==> src/design/b64wd_pkg.sv <==
`default_nettype none
package b64wd_pkg;

	localparam int COUNT_BITS = 16;
	localparam int OUT_COUNT_BITS = 16;
	localparam int SAT_BITS = (COUNT_BITS > OUT_COUNT_BITS) ? COUNT_BITS : OUT_COUNT_BITS;
	localparam int QUEUE_DEPTH = 2;
	localparam int QCNT_BITS = $clog2(QUEUE_DEPTH + 1);
	localparam int QPTR_BITS = $clog2(QUEUE_DEPTH);

	localparam logic [5:0] SEXTET_PLUS = 6'd62;
	localparam logic [5:0] SEXTET_SLASH = 6'd63;

	typedef enum logic [1:0] {
		PH_FIRST  = 2'd0,
		PH_SECOND = 2'd1,
		PH_THIRD  = 2'd2,
		PH_FOURTH = 2'd3
	} phase_t;

	typedef struct packed {
		logic       term;
		logic [5:0] sextet;
	} sym_class_t;

	typedef struct packed {
		logic [7:0]                data;
		logic                      is_end;
		logic [OUT_COUNT_BITS-1:0] byte_count;
	} result_t;

	function automatic sym_class_t classify(input logic [7:0] c);
		sym_class_t r;
		r.term = 1'b0;
		r.sextet = 6'd0;
		if (c inside {[8'h41:8'h5A]}) begin
			r.sextet = 6'(c - 8'h41);
		end else if (c inside {[8'h61:8'h7A]}) begin
			r.sextet = 6'(c - 8'h61 + 8'd26);
		end else if (c inside {[8'h30:8'h39]}) begin
			r.sextet = 6'(c - 8'h30 + 8'd52);
		end else if (c inside {8'h2B, 8'h2D}) begin
			r.sextet = SEXTET_PLUS;
		end else if (c inside {8'h2F, 8'h2E}) begin
			r.sextet = SEXTET_SLASH;
		end else begin
			r.term = 1'b1;
		end
		return r;
	endfunction

endpackage
`default_nettype wire

==> src/design/b64wd_front.sv <==
`default_nettype none
module b64wd_front (
	input  wire logic                   clk,
	input  wire logic                   arst_n,
	input  wire logic                   push,
	input  wire logic [7:0]             symbol,
	output logic                        full,
	output logic                        cls_valid,
	output b64wd_pkg::sym_class_t       cls,
	input  wire logic                   cls_take
);

	b64wd_pkg::sym_class_t              entry_q [b64wd_pkg::QUEUE_DEPTH];
	logic [b64wd_pkg::QPTR_BITS-1:0]    wr_ptr_q;
	logic [b64wd_pkg::QPTR_BITS-1:0]    rd_ptr_q;
	logic [b64wd_pkg::QCNT_BITS-1:0]    cnt_q;
	logic                               wr;
	logic                               rd;

	assign full = (cnt_q == b64wd_pkg::QCNT_BITS'(b64wd_pkg::QUEUE_DEPTH));
	assign cls_valid = (cnt_q != '0);
	assign cls = entry_q[rd_ptr_q];
	assign wr = push && !full;
	assign rd = cls_take && cls_valid;

	always_ff @(posedge clk or negedge arst_n) begin
		if (!arst_n) begin
			wr_ptr_q <= '0;
			rd_ptr_q <= '0;
			cnt_q <= '0;
		end else begin
			if (wr) begin
				wr_ptr_q <= (wr_ptr_q == b64wd_pkg::QPTR_BITS'(b64wd_pkg::QUEUE_DEPTH - 1))
					? '0 : wr_ptr_q + 1'b1;
			end
			if (rd) begin
				rd_ptr_q <= (rd_ptr_q == b64wd_pkg::QPTR_BITS'(b64wd_pkg::QUEUE_DEPTH - 1))
					? '0 : rd_ptr_q + 1'b1;
			end
			case ({wr, rd})
				2'b10:   cnt_q <= cnt_q + 1'b1;
				2'b01:   cnt_q <= cnt_q - 1'b1;
				default: cnt_q <= cnt_q;
			endcase
		end
	end

	always_ff @(posedge clk) begin
		if (wr) begin
			entry_q[wr_ptr_q] <= b64wd_pkg::classify(symbol);
		end
	end

`ifndef SYNTHESIS
	a_cnt_bound: assert property (@(posedge clk) disable iff (!arst_n)
		cnt_q <= b64wd_pkg::QCNT_BITS'(b64wd_pkg::QUEUE_DEPTH))
		else $error("front queue count out of range");
	a_no_take_empty: assert property (@(posedge clk) disable iff (!arst_n)
		(cnt_q == '0) |=> !($past(rd)))
		else $error("front queue read while empty");
	a_cnt_track: assert property (@(posedge clk) disable iff (!arst_n)
		(wr && !rd) |=> (cnt_q == $past(cnt_q) + 1'b1))
		else $error("front queue count lost an item");
`endif

endmodule
`default_nettype wire

==> src/design/b64wd_back.sv <==
`default_nettype none
module b64wd_back (
	input  wire logic                                 clk,
	input  wire logic                                 arst_n,
	input  wire logic                                 cls_valid,
	input  wire b64wd_pkg::sym_class_t                cls,
	output logic                                      cls_take,
	output logic                                      empty,
	input  wire logic                                 pop,
	output logic [7:0]                                data,
	output logic                                      is_end,
	output logic [b64wd_pkg::OUT_COUNT_BITS-1:0]      byte_count
);

	b64wd_pkg::phase_t                      phase_q;
	logic [5:0]                             held_q;
	logic [b64wd_pkg::COUNT_BITS-1:0]       total_q;

	b64wd_pkg::result_t                     res_q [b64wd_pkg::QUEUE_DEPTH];
	logic [b64wd_pkg::QPTR_BITS-1:0]        wr_ptr_q;
	logic [b64wd_pkg::QPTR_BITS-1:0]        rd_ptr_q;
	logic [b64wd_pkg::QCNT_BITS-1:0]        cnt_q;

	logic                                   res_full;
	logic                                   produces;
	logic                                   wr;
	logic                                   rd;
	logic [7:0]                             byte_val;
	logic [b64wd_pkg::SAT_BITS-1:0]         total_wide;
	b64wd_pkg::result_t                     res_new;
	b64wd_pkg::result_t                     res_head;

	assign res_full = (cnt_q == b64wd_pkg::QCNT_BITS'(b64wd_pkg::QUEUE_DEPTH));
	assign cls_take = cls_valid && !res_full;
	assign produces = cls.term || (phase_q != b64wd_pkg::PH_FIRST);
	assign wr = cls_take && produces;
	assign rd = pop && !empty;
	assign empty = (cnt_q == '0);
	assign total_wide = b64wd_pkg::SAT_BITS'(total_q);

	assign res_head = res_q[rd_ptr_q];
	assign data = res_head.data;
	assign is_end = res_head.is_end;
	assign byte_count = res_head.byte_count;

	always_comb begin
		case (phase_q)
			b64wd_pkg::PH_SECOND: byte_val = {held_q, cls.sextet[5:4]};
			b64wd_pkg::PH_THIRD:  byte_val = {held_q[3:0], cls.sextet[5:2]};
			b64wd_pkg::PH_FOURTH: byte_val = {held_q[1:0], cls.sextet};
			default:              byte_val = 8'd0;
		endcase
	end

	always_comb begin
		res_new.data = 8'd0;
		res_new.is_end = 1'b0;
		res_new.byte_count = '0;
		if (cls.term) begin
			res_new.is_end = 1'b1;
			if (total_wide > b64wd_pkg::SAT_BITS'({b64wd_pkg::OUT_COUNT_BITS{1'b1}})) begin
				res_new.byte_count = '1;
			end else begin
				res_new.byte_count = total_wide[b64wd_pkg::OUT_COUNT_BITS-1:0];
			end
		end else begin
			res_new.data = byte_val;
		end
	end

	always_ff @(posedge clk or negedge arst_n) begin
		if (!arst_n) begin
			phase_q <= b64wd_pkg::PH_FIRST;
			held_q <= '0;
			total_q <= '0;
		end else if (cls_take) begin
			if (cls.term) begin
				phase_q <= b64wd_pkg::PH_FIRST;
				held_q <= '0;
				total_q <= '0;
			end else begin
				phase_q <= b64wd_pkg::phase_t'(phase_q + 2'd1);
				held_q <= cls.sextet;
				if (phase_q != b64wd_pkg::PH_FIRST && total_q != '1) begin
					total_q <= total_q + 1'b1;
				end
			end
		end
	end

	always_ff @(posedge clk or negedge arst_n) begin
		if (!arst_n) begin
			wr_ptr_q <= '0;
			rd_ptr_q <= '0;
			cnt_q <= '0;
		end else begin
			if (wr) begin
				wr_ptr_q <= (wr_ptr_q == b64wd_pkg::QPTR_BITS'(b64wd_pkg::QUEUE_DEPTH - 1))
					? '0 : wr_ptr_q + 1'b1;
			end
			if (rd) begin
				rd_ptr_q <= (rd_ptr_q == b64wd_pkg::QPTR_BITS'(b64wd_pkg::QUEUE_DEPTH - 1))
					? '0 : rd_ptr_q + 1'b1;
			end
			case ({wr, rd})
				2'b10:   cnt_q <= cnt_q + 1'b1;
				2'b01:   cnt_q <= cnt_q - 1'b1;
				default: cnt_q <= cnt_q;
			endcase
		end
	end

	always_ff @(posedge clk) begin
		if (wr) begin
			res_q[wr_ptr_q] <= res_new;
		end
	end

`ifndef SYNTHESIS
	a_res_bound: assert property (@(posedge clk) disable iff (!arst_n)
		cnt_q <= b64wd_pkg::QCNT_BITS'(b64wd_pkg::QUEUE_DEPTH))
		else $error("result queue count out of range");
	a_end_clears: assert property (@(posedge clk) disable iff (!arst_n)
		(cls_take && cls.term) |=> (phase_q == b64wd_pkg::PH_FIRST && total_q == '0))
		else $error("group state not cleared after terminator");
	a_total_mono: assert property (@(posedge clk) disable iff (!arst_n)
		(cls_take && !cls.term) |=> (total_q >= $past(total_q)))
		else $error("byte total decreased within a message");
	a_first_silent: assert property (@(posedge clk) disable iff (!arst_n)
		(cls_take && !cls.term && phase_q == b64wd_pkg::PH_FIRST) |-> !wr)
		else $error("first character of a group produced an item");
`endif

endmodule
`default_nettype wire

==> src/design/base64_web_variant_decoder.sv <==
// Channel   Handshake          Payload
// input     push / full        symbol[7:0]
// result    empty / pop        data[7:0], is_end, byte_count[15:0]
//
// One character is taken per cycle while full is low. Any result that it yields is
// registered in the result queue and stays on the result ports until it is popped.
// The sextet lookup sits in front of a two-entry queue and the group splice and
// byte counter sit behind it, followed by a two-entry result queue.
// A full result queue stalls the back end, and the front queue then fills and raises full.
// Reset clears both queues, the group phase, the held sextet and the byte count.
`default_nettype none
module base64_web_variant_decoder (
	input  wire logic                                 clk,
	input  wire logic                                 arst_n,
	input  wire logic                                 push,
	output logic                                      full,
	input  wire logic [7:0]                           symbol,
	output logic                                      empty,
	input  wire logic                                 pop,
	output logic [7:0]                                data,
	output logic                                      is_end,
	output logic [b64wd_pkg::OUT_COUNT_BITS-1:0]      byte_count
);

	logic                   cls_valid;
	logic                   cls_take;
	b64wd_pkg::sym_class_t  cls;

	b64wd_front u_front (
		.clk       (clk),
		.arst_n    (arst_n),
		.push      (push),
		.symbol    (symbol),
		.full      (full),
		.cls_valid (cls_valid),
		.cls       (cls),
		.cls_take  (cls_take)
	);

	b64wd_back u_back (
		.clk        (clk),
		.arst_n     (arst_n),
		.cls_valid  (cls_valid),
		.cls        (cls),
		.cls_take   (cls_take),
		.empty      (empty),
		.pop        (pop),
		.data       (data),
		.is_end     (is_end),
		.byte_count (byte_count)
	);

endmodule
`default_nettype wire

==> config.mk <==
export PLATFORM = sky130hd
export DESIGN_NAME = base64_web_variant_decoder
export DESIGN_NICKNAME = d
export VERILOG_FILES = /design/src/design/b64wd_pkg.sv /design/src/design/b64wd_front.sv /design/src/design/b64wd_back.sv /design/src/design/base64_web_variant_decoder.sv
export SDC_FILE = /design/constraint.sdc
export NUM_CORES = 1
export LEC_CHECK = 0
export ABC_AREA = 1
export BUFFER_PORTS_ARGS = -buffer_cell sky130_fd_sc_hd__buf_4
export CAP_MARGIN = 5
export CORE_MARGIN = 3
export CORE_UTILIZATION = 45
export CTS_CLUSTER_DIAMETER = 200
export DETAILED_ROUTE_END_ITERATION = 6
export GPL_TIMING_DRIVEN = 0
export HOLD_SLACK_MARGIN = 0.15
export PLACE_DENSITY_LB_ADDON = 0.08
export SYNTH_ARGS = -nofsm -noshare
export SYNTH_HDL_FRONTEND = slang
export SYNTH_SLANG_ARGS = --single-unit
==> constraint.sdc <==
create_clock -name clk -period 2.6 [get_ports clk]
set_input_delay 0.52 -clock clk [delete_from_list [all_inputs] [get_ports clk]]
set_output_delay 0.52 -clock clk [all_outputs]
set_load 0.005 [all_outputs]
==> results.json <==
{
  "tightest_slew_ns": 0.6628,
  "vias_per_cell": 4.990,
  "area_delta_synth_final_pct": 15.87,
  "intPower_mw": 4.066,
  "final_common_cell": "nand2_1",
  "clockPowerShare_pct": 20.4,
  "max_freq_mhz": 433.2,
  "drc": 0,
  "path_class": "reg -> out",
  "period_share_pct": 88.79,
  "antenna_cells": 0,
  "pwr_density_cell_nw_per_um2": 1073,
  "synth.ff_latch_count": 96,
  "slew_headroom_pct": 55.77,
  "yosysWarnings": 0,
  "start_util_pct": 46.95,
  "reg2reg_slack_ns": 0.48,
  "wl_per_cell_um": 13.57,
  "avgSynthCellArea_um2": 8.929,
  "drive_gt1_share_pct": 16.67,
  "path_cells": "clkbuf_1 -> inv_2 -> clkbuf_1 -> nand2_1 -> nand2_1 -> buf_4",
  "combPwrFrac_pct": 41.7,
  "die-area_um2": 12830,
  "cp.required_ns": 2.08,
  "antenna_left": 0,
  "swShare_pct": 36.87,
  "p_sw_mw": 2.375,
  "clock_path_buffers": 2,
  "fin_crit_ns": 2.309,
  "slew_violations": 0,
  "coreArea_um2": 11030,
  "final_util_pct": 54.40,
  "drt-total-wl_mm": 10.53,
  "grt_pass1_wl_mm": 17.95,
  "cts_tree": "yes",
  "drtIter0Drc": 248,
  "synth_edf_count": 64,
  "vias": 3872,
  "hpwl_mm": 7.802,
  "cap_violations": 0,
  "firstDrtPassIters": 4,
  "ctsHtreeMaxLevel": 3,
  "ys_async_sr_fraction_pct": 33.33,
  "mostFrequentLayoutCells": "nand2_1, edfxtp_1, nor2_1",
  "final-hold-violation-count": 0,
  "p_leak_nw": 2.736,
  "worst_ir_drop_vdd_uv": 625.0,
  "rows": 38,
  "crit_path_end_kind": "output port",
  "path_max_fanout": 10,
  "setup_tns_ns": 0,
  "antenna_found_initial": 0,
  "grt_pass1_vias": 3687,
  "grt_max_degree": 33,
  "pre_cts_ws_ns": 0.2620,
  "worstSkewPairLatency_ns": 0.34,
  "syn_nets": 609,
  "netlist_instances": 580,
  "yosys.cell_types.count": 36,
  "gp_congestion": 0.9093,
  "synth_flop_cell": "edfxtp_1",
  "rsz0062_at_grt": "no",
  "yosysSeqAreaShare_pct": 52.57,
  "start_kind": "flip-flop",
  "setup_violations": 0,
  "ios": 39,
  "syn_area_um2": 5179,
  "slowest_delay_ns": 0.40,
  "numClockSinks": 96,
  "die_w_um": 113.3,
  "cp_slowest_cell": "clkbuf_1",
  "skew_ns": 0.006765,
  "fin_ws_ns": 0.2914,
  "cts_buffers": 9,
  "cts_root_buf": "clkbuf_16",
  "finish.instance_area_um2": 6001,
  "placed_area_um2": 5692,
  "min_path_type": "reg -> reg",
  "grt_usage_pct": 17.47,
  "cts.reportedPaths.clkPinSlew_ns": 0.06,
  "die-height_um": 113.3,
  "port_buffers": 37,
  "p_seq_share_pct": 37.9,
  "cts_setup_buffers": 0,
  "final_nets": 660,
  "status": "finished clean",
  "grt-ovfl-total": 0,
  "critPathArrivalTime_ns": 1.79
}
cell type report:
| class | instances | area (µm²) |
|---|---|---|
| clock inverter | 5 | 56.30 |
| multi-input combinational | 412 | 2138 |
| timing repair buffer | 40 | 342.8 |
| fill | 1036 | 5030 |
| buffer | 17 | 108.9 |
| clock buffer | 11 | 242.7 |
| tap | 140 | 175.2 |
| sequential | 96 | 2723 |
| inverter | 55 | 214.0 |
flip-flops by register name, indices dropped and copies added, names as in the netlist:
| name | count |
|---|---|
| u_front.wr_ptr_q | 1 |
| u_back.rd_ptr_q | 1 |
| u_back.phase_q | 2 |
| u_back.wr_ptr_q | 1 |
| u_front.entry_q | 14 |
| u_front.rd_ptr_q | 1 |
| u_front.cnt_q | 2 |
| u_back.res_q | 50 |
| u_back.cnt_q | 2 |
| u_back.total_q | 16 |
| u_back.held_q | 6 |
logic make-up after synthesis:
group,after synthesis,share of synthesized area (%)
compound gates,48,5.968
fa+ha+maj,17,4.107
mux,2,0.3866
simple gates,326,27.52
flops,96,52.57
xor+xnor,19,3.213
buf+inv,72,6.233
power groups by stage:
stage                     Clock, mW  Combinational [mW]  Sequential [mW]
after detailed placement          0                2.73             2.47
after floorplan                   0                1.72             2.43
after global placement            0                2.55             2.47
after CTS                      1.36                2.73             2.44
final                          1.31                2.69             2.44
after global routing           1.43                3.00             2.49
synthesized netlist by cell type (7+ instances only):
| library cell | instances | area share [%] |
|---|---|---|
| nand4_1 | 8 | 0.97 |
| xor2_1 | 16 | 2.7 |
| nand2_1 | 188 | 14 |
| nor2_1 | 56 | 4.1 |
| dfrtp_1 | 32 | 15 |
| nand3_1 | 50 | 4.8 |
| inv_1 | 49 | 3.6 |
| o21ai_2 | 12 | 2.0 |
| o21ai_0 | 21 | 2.0 |
| edfxtp_1 | 64 | 37 |
| a21oi_1 | 7 | 0.68 |
| clkbuf_1 | 7 | 0.51 |
| nand2_2 | 9 | 1.1 |
| ha_1 | 17 | 4.1 |
metal layers:
metal	part of all wire, %	routed length (µm)	global-route usage, %
met1	50	5218	25.14
met2	45	4732	26.90
met3	4.2	441	3.636
met4	1.3	140	4.968
met5	0	0	0
metrics by stage:
stage / cells / hold WS [ns] / total power, mW
4_1_cts: 776 / 0.4871 / 6.535
2_1_floorplan: 580 / 0.2244 / 4.148
3_3_place_gp: 757 / 0.4665 / 5.029
6_report: 776 / 0.4807 / 6.441
5_1_grt: 776 / 0.5289 / 6.911
3_5_place_dp: 759 / 0.4675 / 5.199
final timing paths:
path / depth (start not counted) / startpoint / endpoint
worst max register to register: 9 / u_front.rd_ptr_q / u_back.res_q[1][8]
worst max-delay path: 6 / u_back.rd_ptr_q / byte_count[12]
max in group asynchronous: 2 / arst_n / u_back.held_q[1]
worst min-delay path: 2 / u_back.held_q[4] / u_back.held_q[4]
worst min register to register: 2 / u_back.held_q[4] / u_back.held_q[4]
min in group asynchronous: 2 / arst_n / u_back.total_q[5]
critical path, delay by kind of cell (launching register included):
family | cells | cell delay (ns)
simple gates | 2 | 0.19
flops | 1 | 0.36
buf+inv | 4 | 0.90
timing repair:
| action | CTS | global route |
|---|---|---|
| resized for setup | 0 | 1 |
| setup endpoints to repair | 0 | 12 |
| endpoints found under the hold margin | 32 | 0 |
| hold buffers | 1 | 0 |
Power figures use the tool's default switching activity.
